`config.mk`:
```
export PLATFORM = sky130hd
export DESIGN_NAME = hex_line_word_loader_top
export DESIGN_NICKNAME = d
export VERILOG_FILES = /design/src/rtl/core/hlwl_pkg.sv /design/src/rtl/core/hex_line_word_loader_top.sv
export SDC_FILE = /design/constraint.sdc
export NUM_CORES = 1
export LEC_CHECK = 0
export BUFFER_PORTS_ARGS = -buffer_cell sky130_fd_sc_hd__buf_2
export CAP_MARGIN = 20
export CORE_AREA = 2 2 86 88
export CTS_CLUSTER_DIAMETER = 200
export DETAILED_ROUTE_END_ITERATION = 16
export DIE_AREA = 0 0 88 90
export GPL_ROUTABILITY_DRIVEN = 0
export GPL_TIMING_DRIVEN = 0
export PLACE_DENSITY = 0.83
export SLEW_MARGIN = 10
export SYNTH_ARGS = -nofsm -noshare
export SYNTH_HDL_FRONTEND = slang
export SYNTH_SLANG_ARGS = --single-unit
```
`constraint.sdc`:
```
create_clock -name clk_i -period 9.1 [get_ports clk_i]
set_input_delay 1.365 -clock clk_i [delete_from_list [all_inputs] [get_ports clk_i]]
set_output_delay 1.365 -clock clk_i [all_outputs]
set_load 0.01 [all_outputs]
```
`src/rtl/core/hlwl_pkg.sv`:
```
package hlwl_pkg;

  localparam int unsigned CharWidth  = 8;
  localparam int unsigned AddrField  = 14;
  localparam int unsigned WordWidth  = 32;
  localparam int unsigned CountWidth = 4;
  localparam int unsigned OutPayload = AddrField + WordWidth;
  localparam int unsigned OutTdataW  = ((OutPayload + 7) / 8) * 8;

  localparam logic [CharWidth-1:0]  CH_LF      = 8'h0A;
  localparam logic [CharWidth-1:0]  CH_CR      = 8'h0D;
  localparam logic [CountWidth-1:0] WORD_CHARS = 4'd8;
  localparam logic [WordWidth-1:0]  END_WORD   = 32'hFFFF_FFFF;

  // Hex digit value of an ASCII code, zero for anything else.
  function automatic logic [3:0] nibble_of(input logic [CharWidth-1:0] ch);
    logic [3:0] nib;
    nib = 4'd0;
    if (ch >= 8'h30 && ch <= 8'h39) begin
      nib = ch[3:0];
    end else if ((ch >= 8'h61 && ch <= 8'h66) || (ch >= 8'h41 && ch <= 8'h46)) begin
      nib = ch[3:0] + 4'd9;
    end
    return nib;
  endfunction

endpackage

```
`src/rtl/core/hex_line_word_loader_top.sv`:
```
// Hex line word loader.
// Input stream (s_axis_*): one ASCII character per item in tdata[7:0].
// Up to eight characters per line are shifted in as hex nibbles, most
// significant first; non-hex characters count as zero and characters past
// the eighth are dropped. CR or LF ends the line. A line of eight or more
// characters produces one output item: a memory write at the running word
// address, which then advances and wraps at 2**ADDR_WIDTH words.
// Output stream (m_axis_*): tdata = {pad, mem_word, mem_addr}, tuser =
// end_marker, set when the word is all ones (that word is still written).
// Each character is registered on accept; a terminator that writes loads
// the result register, which drives m_axis. Throughput is one character
// per cycle while no write waits on a stalled receiver, set by the single
// character register feeding the line state and the result register.
// When the receiver stalls, the result register holds its item; characters
// that produce no write keep flowing, and a terminator that would write
// waits in the character register, after which s_axis_tready drops.
// Reset clears the character count, accumulator, address and both valids.
module hex_line_word_loader_top #(
  parameter int unsigned ADDR_WIDTH = 14
) (
  input  logic                              clk_i,
  input  logic                              rst_ni,
  input  logic                              s_axis_tvalid,
  output logic                              s_axis_tready,
  input  logic [hlwl_pkg::CharWidth-1:0]    s_axis_tdata,   // [7:0] rx_char
  output logic                              m_axis_tvalid,
  input  logic                              m_axis_tready,
  output logic [hlwl_pkg::OutTdataW-1:0]    m_axis_tdata,   // [13:0] mem_addr, [45:14] mem_word
  output logic                              m_axis_tuser    // [0] end_marker
);
  import hlwl_pkg::*;

  logic                  in_valid_q;
  logic [CharWidth-1:0]  in_char_q;
  logic [CountWidth-1:0] count_q, count_d;
  logic [WordWidth-1:0]  accum_q, accum_d;
  logic [ADDR_WIDTH-1:0] addr_q, addr_d;
  logic                  out_valid_q;
  logic [AddrField-1:0]  out_addr_q, addr_field;
  logic [WordWidth-1:0]  out_word_q;
  logic                  out_end_q;

  logic is_term, emits, out_free, advance;

  assign is_term  = (in_char_q == CH_LF) || (in_char_q == CH_CR);
  assign emits    = is_term && (count_q == WORD_CHARS);
  assign out_free = !out_valid_q || m_axis_tready;
  assign advance  = in_valid_q && (!emits || out_free);

  assign s_axis_tready = !in_valid_q || advance;

  generate
    if (ADDR_WIDTH >= AddrField) begin : g_addr_trunc
      assign addr_field = addr_q[AddrField-1:0];
    end else begin : g_addr_ext
      assign addr_field = {{(AddrField - ADDR_WIDTH){1'b0}}, addr_q};
    end
  endgenerate

  always_comb begin
    count_d = count_q;
    accum_d = accum_q;
    addr_d  = addr_q;
    if (advance) begin
      if (is_term) begin
        count_d = '0;
        accum_d = '0;
        if (emits) begin
          addr_d = addr_q + 1'b1;
        end
      end else if (count_q < WORD_CHARS) begin
        accum_d = {accum_q[WordWidth-5:0], nibble_of(in_char_q)};
        count_d = count_q + 1'b1;
      end
    end
  end

  always_ff @(posedge clk_i or negedge rst_ni) begin
    if (!rst_ni) begin
      in_valid_q  <= 1'b0;
      out_valid_q <= 1'b0;
      count_q     <= '0;
      accum_q     <= '0;
      addr_q      <= '0;
    end else begin
      if (s_axis_tready) begin
        in_valid_q <= s_axis_tvalid;
      end
      if (advance && emits) begin
        out_valid_q <= 1'b1;
      end else if (m_axis_tready) begin
        out_valid_q <= 1'b0;
      end
      count_q <= count_d;
      accum_q <= accum_d;
      addr_q  <= addr_d;
    end
  end

  always_ff @(posedge clk_i) begin
    if (s_axis_tvalid && s_axis_tready) begin
      in_char_q <= s_axis_tdata;
    end
    if (advance && emits) begin
      out_addr_q <= addr_field;
      out_word_q <= accum_q;
      out_end_q  <= (accum_q == END_WORD);
    end
  end

  assign m_axis_tvalid = out_valid_q;
  assign m_axis_tdata  = {{(OutTdataW - OutPayload){1'b0}}, out_word_q, out_addr_q};
  assign m_axis_tuser  = out_end_q;

endmodule

```
==> impl_metrics.env, run 1 <==
export IMPL_status="finished, final reports clean"
export IMPL_core_area_um2=7020
export IMPL_ant_nets=0
export IMPL_pwr_share_comb_pct=12.6
export IMPL_power_leakage_uw=0.002117
export IMPL_start_kind="flip-flop"
export IMPL_drv_cap=0
export IMPL_initial_core_util_pct=58.65
export IMPL_drc=0
export IMPL_ys_warn_count=0
export IMPL_r2r_slack_ps=6260
export IMPL_maxSlewViolCount=0
export IMPL_clk_latency_ps=370
export IMPL_fmax_ghz=0.2672
export IMPL_antenna_found_initial=0
export IMPL_hold_buffers=0
export IMPL_p_per_area_nw_per_um2=228.0
export IMPL_final_core_util_pct=68.33
export IMPL_vias=2480
export IMPL_period_needed_ps=3743
export IMPL_clockRootBuffer="clkbuf_8"
export IMPL_port_buffers=60
export IMPL_cpLargestDelayFamily="simple AND/OR/NAND/NOR gates"
export IMPL_yosys_register_bits=107
export IMPL_antenna_cells=0
export IMPL_arrival_ps=2380
export IMPL_hold_viol_final=0
export IMPL_vias_per_cell=5.611
export IMPL_p_int_uw=788.2
export IMPL_numClockSinks=107
export IMPL_track_usage_pct=19.35
export IMPL_drt_wl_total_mm=6.901
export IMPL_synth_cell_area_um2=4118
export IMPL_ios=63
export IMPL_dieArea_um2=7920
export IMPL_drt_iter0_markers=190
export IMPL_post_cts_resized=0
export IMPL_cts_tree="done"
export IMPL_path_cells="or4b_1, or3_1, buf_6, or3_4, buf_2"
export IMPL_final_setup_tns_ps=0
export IMPL_dp_hpwl_mm=4.782
export IMPL_avgSynthCellArea_um2=15.60
export IMPL_first_pass_iters=4
export IMPL_p_clk_share_pct=26.9
export IMPL_path_clk_slew_ps=100
export IMPL_end_kind="primary output"
export IMPL_synthFlopType="edfxtp_1"
export IMPL_clockBufferDepth=2
export IMPL_p_sw_share_pct=27.93
export IMPL_slew_headroom_pct=51.82
export IMPL_fin_skew_ps=11.24
export IMPL_grt_pass1_wl_mm=11.60
export IMPL_cts_setup_buffers=0
export IMPL_crit_type="reg -> out"
export IMPL_netlist_instances=264
export IMPL_nNetsFinal=357
export IMPL_layout_drive_gt1_share_pct=27.11
export IMPL_worst_path_buf_inv=2
export IMPL_async_reset_ff_share_pct=48.60
export IMPL_required_ps=7740
export IMPL_grt_pass1_vias=2354
export IMPL_worst_pin_slew_ps=720.4
export IMPL_wl_per_cell_um=15.61
export IMPL_rr_startpoint="in_char_q[6]$_DFFE_PP_"
export IMPL_fp_dieW_um=88
export IMPL_p_seq_share_pct=60.5
export IMPL_busiest_layer="met2"
export IMPL_hold_path_class="reg -> reg"
export IMPL_cpPeakStageDelay_ps=560
export IMPL_grt_setup_unrepaired="false"
export IMPL_cts_buffers=9
export IMPL_use_met1_pct=27.77
export IMPL_dieHeight_um=90
export IMPL_setup_violations_final=0
export IMPL_rows=31
export IMPL_critPathSlowestCell="or4b_1"
export IMPL_switchingPower_uw=305.4
export IMPL_synth_seq_area_share_pct=71.71
export IMPL_synth_edf_count=55
export IMPL_ir_drop_v=0.0001163
export IMPL_startpoint="in_char_q[6]$_DFFE_PP_"
export IMPL_h_tree_depth=3
export IMPL_grt_use_met2_pct=29.04
export IMPL_netlist_cell_type_count=45
export IMPL_worstPathMaxFanout=9
export IMPL_hp_start="addr_field[13]$_DFFE_PN0P_"
export IMPL_grt_util_met3_pct=3.398
export IMPL_area_growth_pct=16.50
export IMPL_grt_overflow_total=0
export IMPL_grt_max_degree=53
export IMPL_fin_crit_sh_pct=41.13
## routing by layer
layer | vias up | share of wire [%]
met3 | 6 | 5.2
li1 | 1165 | -
met5 | - | 0
met4 | 0 | 1.1
met2 | 79 | 49
met1 | 1230 | 45
## worst paths after layout
kind	cells after the start	end
worst max-delay path	5	s_axis_tready
worst max register to register	6	out_word_q[0]$_DFFE_PP_
min in group asynchronous	1	addr_field[5]$_DFFE_PN0P_
worst min register to register	1	addr_field[13]$_DFFE_PN0P_
worst min-delay path	1	addr_field[13]$_DFFE_PN0P_
max in group asynchronous	1	accum_q[3]$_DFFE_PN0P_
## final cells by class
class	count	area (um^2)
timing repair buffer	62	345.3
multi-input combinational	137	1062
clock buffer	9	123.9
tap	99	123.9
fill	483	2223
clock inverter	7	82.58
buffer	13	76.32
inverter	8	30.03
sequential	107	2953
## flip-flops by register name, summed over array words and instances, names as in the netlist
name,count
accum_q,32
addr_field,14
count_q,4
in_char_q,8
in_valid_q,1
m_axis_tuser,1
m_axis_tvalid,1
out_addr_q,14
out_word_q,32
## synth_stat cells, types with 2 or more instances
master	instances	share of area [%]
nor2_1	3	0.27
buf_6	2	0.55
inv_1	8	0.73
a21oi_1	2	0.24
mux2_2	2	0.55
nand3_1	6	0.73
and2_1	2	0.30
nand4_1	13	2.0
a22o_1	29	6.2
buf_4	2	0.36
buf_2	4	0.49
nor3_1	6	0.73
mux2i_1	2	0.49
nand2_1	7	0.64
o21ai_0	4	0.49
dfrtp_1	52	32
a32o_1	5	1.2
a21boi_0	3	0.55
nor4_1	6	0.91
xor2_1	13	2.8
clkbuf_1	4	0.36
edfxtp_1	55	40
or4_1	2	0.36
and4_1	3	0.64
nand2b_1	3	0.46
ha_1	7	2.1
## power groups by stage
stage | clock, uW | combinational, uW | sequential, uW
after floorplan | 0 | 107 | 644
after global placement | 0 | 127 | 665
after detailed placement | 0 | 135 | 670
after CTS | 301 | 138 | 660
after global routing | 319 | 154 | 671
final | 295 | 137 | 662
## worst reg2reg max path, delay by kind of cell, from the launching register on
family                 cells  cell delay, ps
AND/OR/NAND/NOR            3            1500
buffers and inverters      3             610
flip-flops                 1             430
## through the flow
stage | total power [uW] | worst slack [ps] | hold WS (ps) | std cells | instance area [um^2]
floorplan | 750.8 | 5818 | 437.2 | 265 | 4121
global placement | 792.7 | 5385 | 454.9 | 424 | 4546
detailed placement | 805.3 | 5544 | 461.3 | 426 | 4588
CTS | 1099 | 5334 | 474.3 | 442 | 4795
global route | 1144 | 5275 | 497.9 | 442 | 4797
finish | 1094 | 5357 | 473.6 | 442 | 4797
## layout by cell type (no fill, tap or decap), types with 7 or more instances in the layout
cell / instances
a22o_1: 29
buf_2: 63
clkbuf_8: 9
dfrtp_1: 52
edfxtp_1: 55
ha_1: 7
inv_1: 8
nand2_1: 7
nand4_1: 13
xor2_1: 13
## cell families after synthesis
logic type,Yosys count,share of synthesized area (%)
xor+xnor,14,2.978
compound gates,48,9.936
buf+inv,21,2.583
simple gates,62,9.542
other cells,1,0.09107
flops,107,71.71
fa+ha+maj,7,2.127
mux,4,1.033
No activity file was read; power rests on OpenSTA's default activity.
==> run 2: changes to the inputs <==
- CORE_AREA: 2 2 86 88 -> 2 2 94 96
- DIE_AREA: 0 0 88 90 -> 0 0 96 98
- PLACE_DENSITY: 0.83 -> 0.74
- clock period: 9.1 -> 3 ns (I/O delays scaled with it)
==> impl_metrics.env, run 2 (synthesized netlist as in run 1, its figures left out) <==
export IMPL_hold_viol_final=0
export IMPL_port_buffers=60
export IMPL_clockRootBuffer="clkbuf_8"
export IMPL_p_per_area_nw_per_um2=705.4
export IMPL_dieArea_um2=9408
export IMPL_core_area_um2=8466
export IMPL_area_growth_pct=17.87
export IMPL_track_usage_pct=16.76
export IMPL_post_cts_resized=0
export IMPL_clockBufferDepth=2
export IMPL_initial_core_util_pct=48.64
export IMPL_period_needed_ps=2810
export IMPL_path_clk_slew_ps=110
export IMPL_fmax_ghz=0.3559
export IMPL_drt_iter0_markers=116
export IMPL_totalPowerFinal_uw=3424
export IMPL_end_kind="primary output"
export IMPL_dp_slack_ps=258.0
export IMPL_nNetsFinal=358
export IMPL_ant_nets=0
export IMPL_grt_pass1_wl_mm=11.92
export IMPL_drt_wl_total_mm=7.201
export IMPL_final_cell_mix="buf_2 (64), edfxtp_1 (55), dfrtp_1 (52)"
export IMPL_cpPeakStageDelay_ps=540
export IMPL_maxSlewViolCount=0
export IMPL_reg_top3="accum_q: 32 flops, out_word_q: 32 flops"
export IMPL_required_ps=2550
export IMPL_ir_drop_v=0.0003315
export IMPL_worstPathMaxFanout=9
export IMPL_first_pass_iters=4
export IMPL_dieHeight_um=98
export IMPL_fin_hold_ws_ps=65.25
export IMPL_status="finished, final reports clean"
export IMPL_worst_pin_slew_ps=643.7
export IMPL_dr_wl_met2_mm=3.545
export IMPL_clk_latency_ps=380
export IMPL_path_cells="or4b_4, or3_1, buf_6, or3_4, buf_2"
export IMPL_hold_path_class="in -> async"
export IMPL_dpl_cell_area_um2=4623
export IMPL_cts_setup_buffers=0
export IMPL_drv_cap=0
export IMPL_numClockSinks=107
export IMPL_fin_crit_sh_pct=93.66
export IMPL_ios=63
export IMPL_vias=2482
export IMPL_final_setup_tns_ps=0
export IMPL_slew_headroom_pct=56.95
export IMPL_wl_per_cell_um=15.93
export IMPL_fillers=692
export IMPL_grt_setup_unrepaired="false"
export IMPL_cts_tree="done"
export IMPL_crit_type="reg -> out"
export IMPL_cts_buffers=9
export IMPL_dp_hpwl_mm=5.056
export IMPL_layout_commonest_cell="buf_2"
export IMPL_antenna_found_initial=0
export IMPL_fin_skew_ps=16.04
export IMPL_layout_drive_gt1_share_pct=27.33
export IMPL_fp_dieW_um=96
export IMPL_setup_ws_ps=190.2
export IMPL_grt_overflow_total=0
export IMPL_critPathSlowestCell="or4b_4"
export IMPL_rows=34
export IMPL_power_leakage_uw=0.002133
export IMPL_wl_met3_um=357
export IMPL_start_kind="flip-flop"
export IMPL_arrival_ps=2360
export IMPL_fin_area_um2=4853
export IMPL_dr_max_layer_used="met4"
export IMPL_drc=0
export IMPL_grt_pass1_vias=2391
export IMPL_grt_max_degree=28
export IMPL_hold_buffers=0
export IMPL_h_tree_depth=3
export IMPL_vias_per_cell=5.491
export IMPL_setup_violations_final=0
export IMPL_antenna_cells=0
export IMPL_met1_length_mm=3.159
## run 2: cell count changes in the layout (fill, tap and decap cells not counted), sizes merged
| cell | change |
|---|---|
| buf | +1 |
| bufinv | +1 |
| clkinv | -1 |
| clkinvlp | -1 |
| inv | +1 |
## run 2: report_power, final
group	leakage, uW	internal (uW)	switching (uW)
sequential	0.00125	1780	223
clock	0.000117	488	513
combinational	0.000766	209	209
## run 2: final timing paths
check                                            from                          to  slack, ps  cells after the start
min                                            rst_ni   addr_field[2]$_DFFE_PN0P_         70                      1
min in group clk_i                    s_axis_tdata[6]      in_char_q[6]$_DFFE_PP_        250                      1
max reg2reg                    in_char_q[6]$_DFFE_PP_     out_addr_q[8]$_DFFE_PP_        280                      6
max                            in_char_q[6]$_DFFE_PP_               s_axis_tready        190                      5
min reg2reg                addr_field[13]$_DFFE_PN0P_  addr_field[13]$_DFFE_PN0P_        480                      1
max in group asynchronous                      rst_ni      accum_q[3]$_DFFE_PN0P_       2380                      2
## run 2: critical path, delay by kind of cell, from the launching register on
family	cells	cell delay [ps]
buffers and inverters	2	300
AND/OR/NAND/NOR	3	1250
flip-flops	1	430
## run 2: cell type report
cell class / instances / area (um^2) / area share (%)
repair buffers: 63 / 362.8 / 7.476
clock buffers: 9 / 123.9 / 2.552
plain buffers: 13 / 76.32 / 1.573
well taps: 108 / 135.1 / 2.784
flip-flops and latches: 107 / 2953 / 60.84
inverters: 8 / 30.03 / 0.6187
multi-input cells: 137 / 1066 / 21.96
clock inverters: 7 / 106.4 / 2.191
## run 2: per-layer routing
| layer | global-route usage [%] | vias up |
|---|---|---|
| met2 | 26.01 | 72 |
| met5 | 0 | - |
| met4 | 6.264 | 0 |
| li1 | - | 1167 |
| met1 | 23.03 | 1230 |
| met3 | 4.012 | 13 |
## run 2: metrics by stage
step | std cells | util (%)
final | 452 | 57.33
after global routing | 452 | 57.33
after CTS | 452 | 57.33
after detailed placement | 436 | 54.61
after global placement | 433 | 53.87
after floorplan | 265 | -
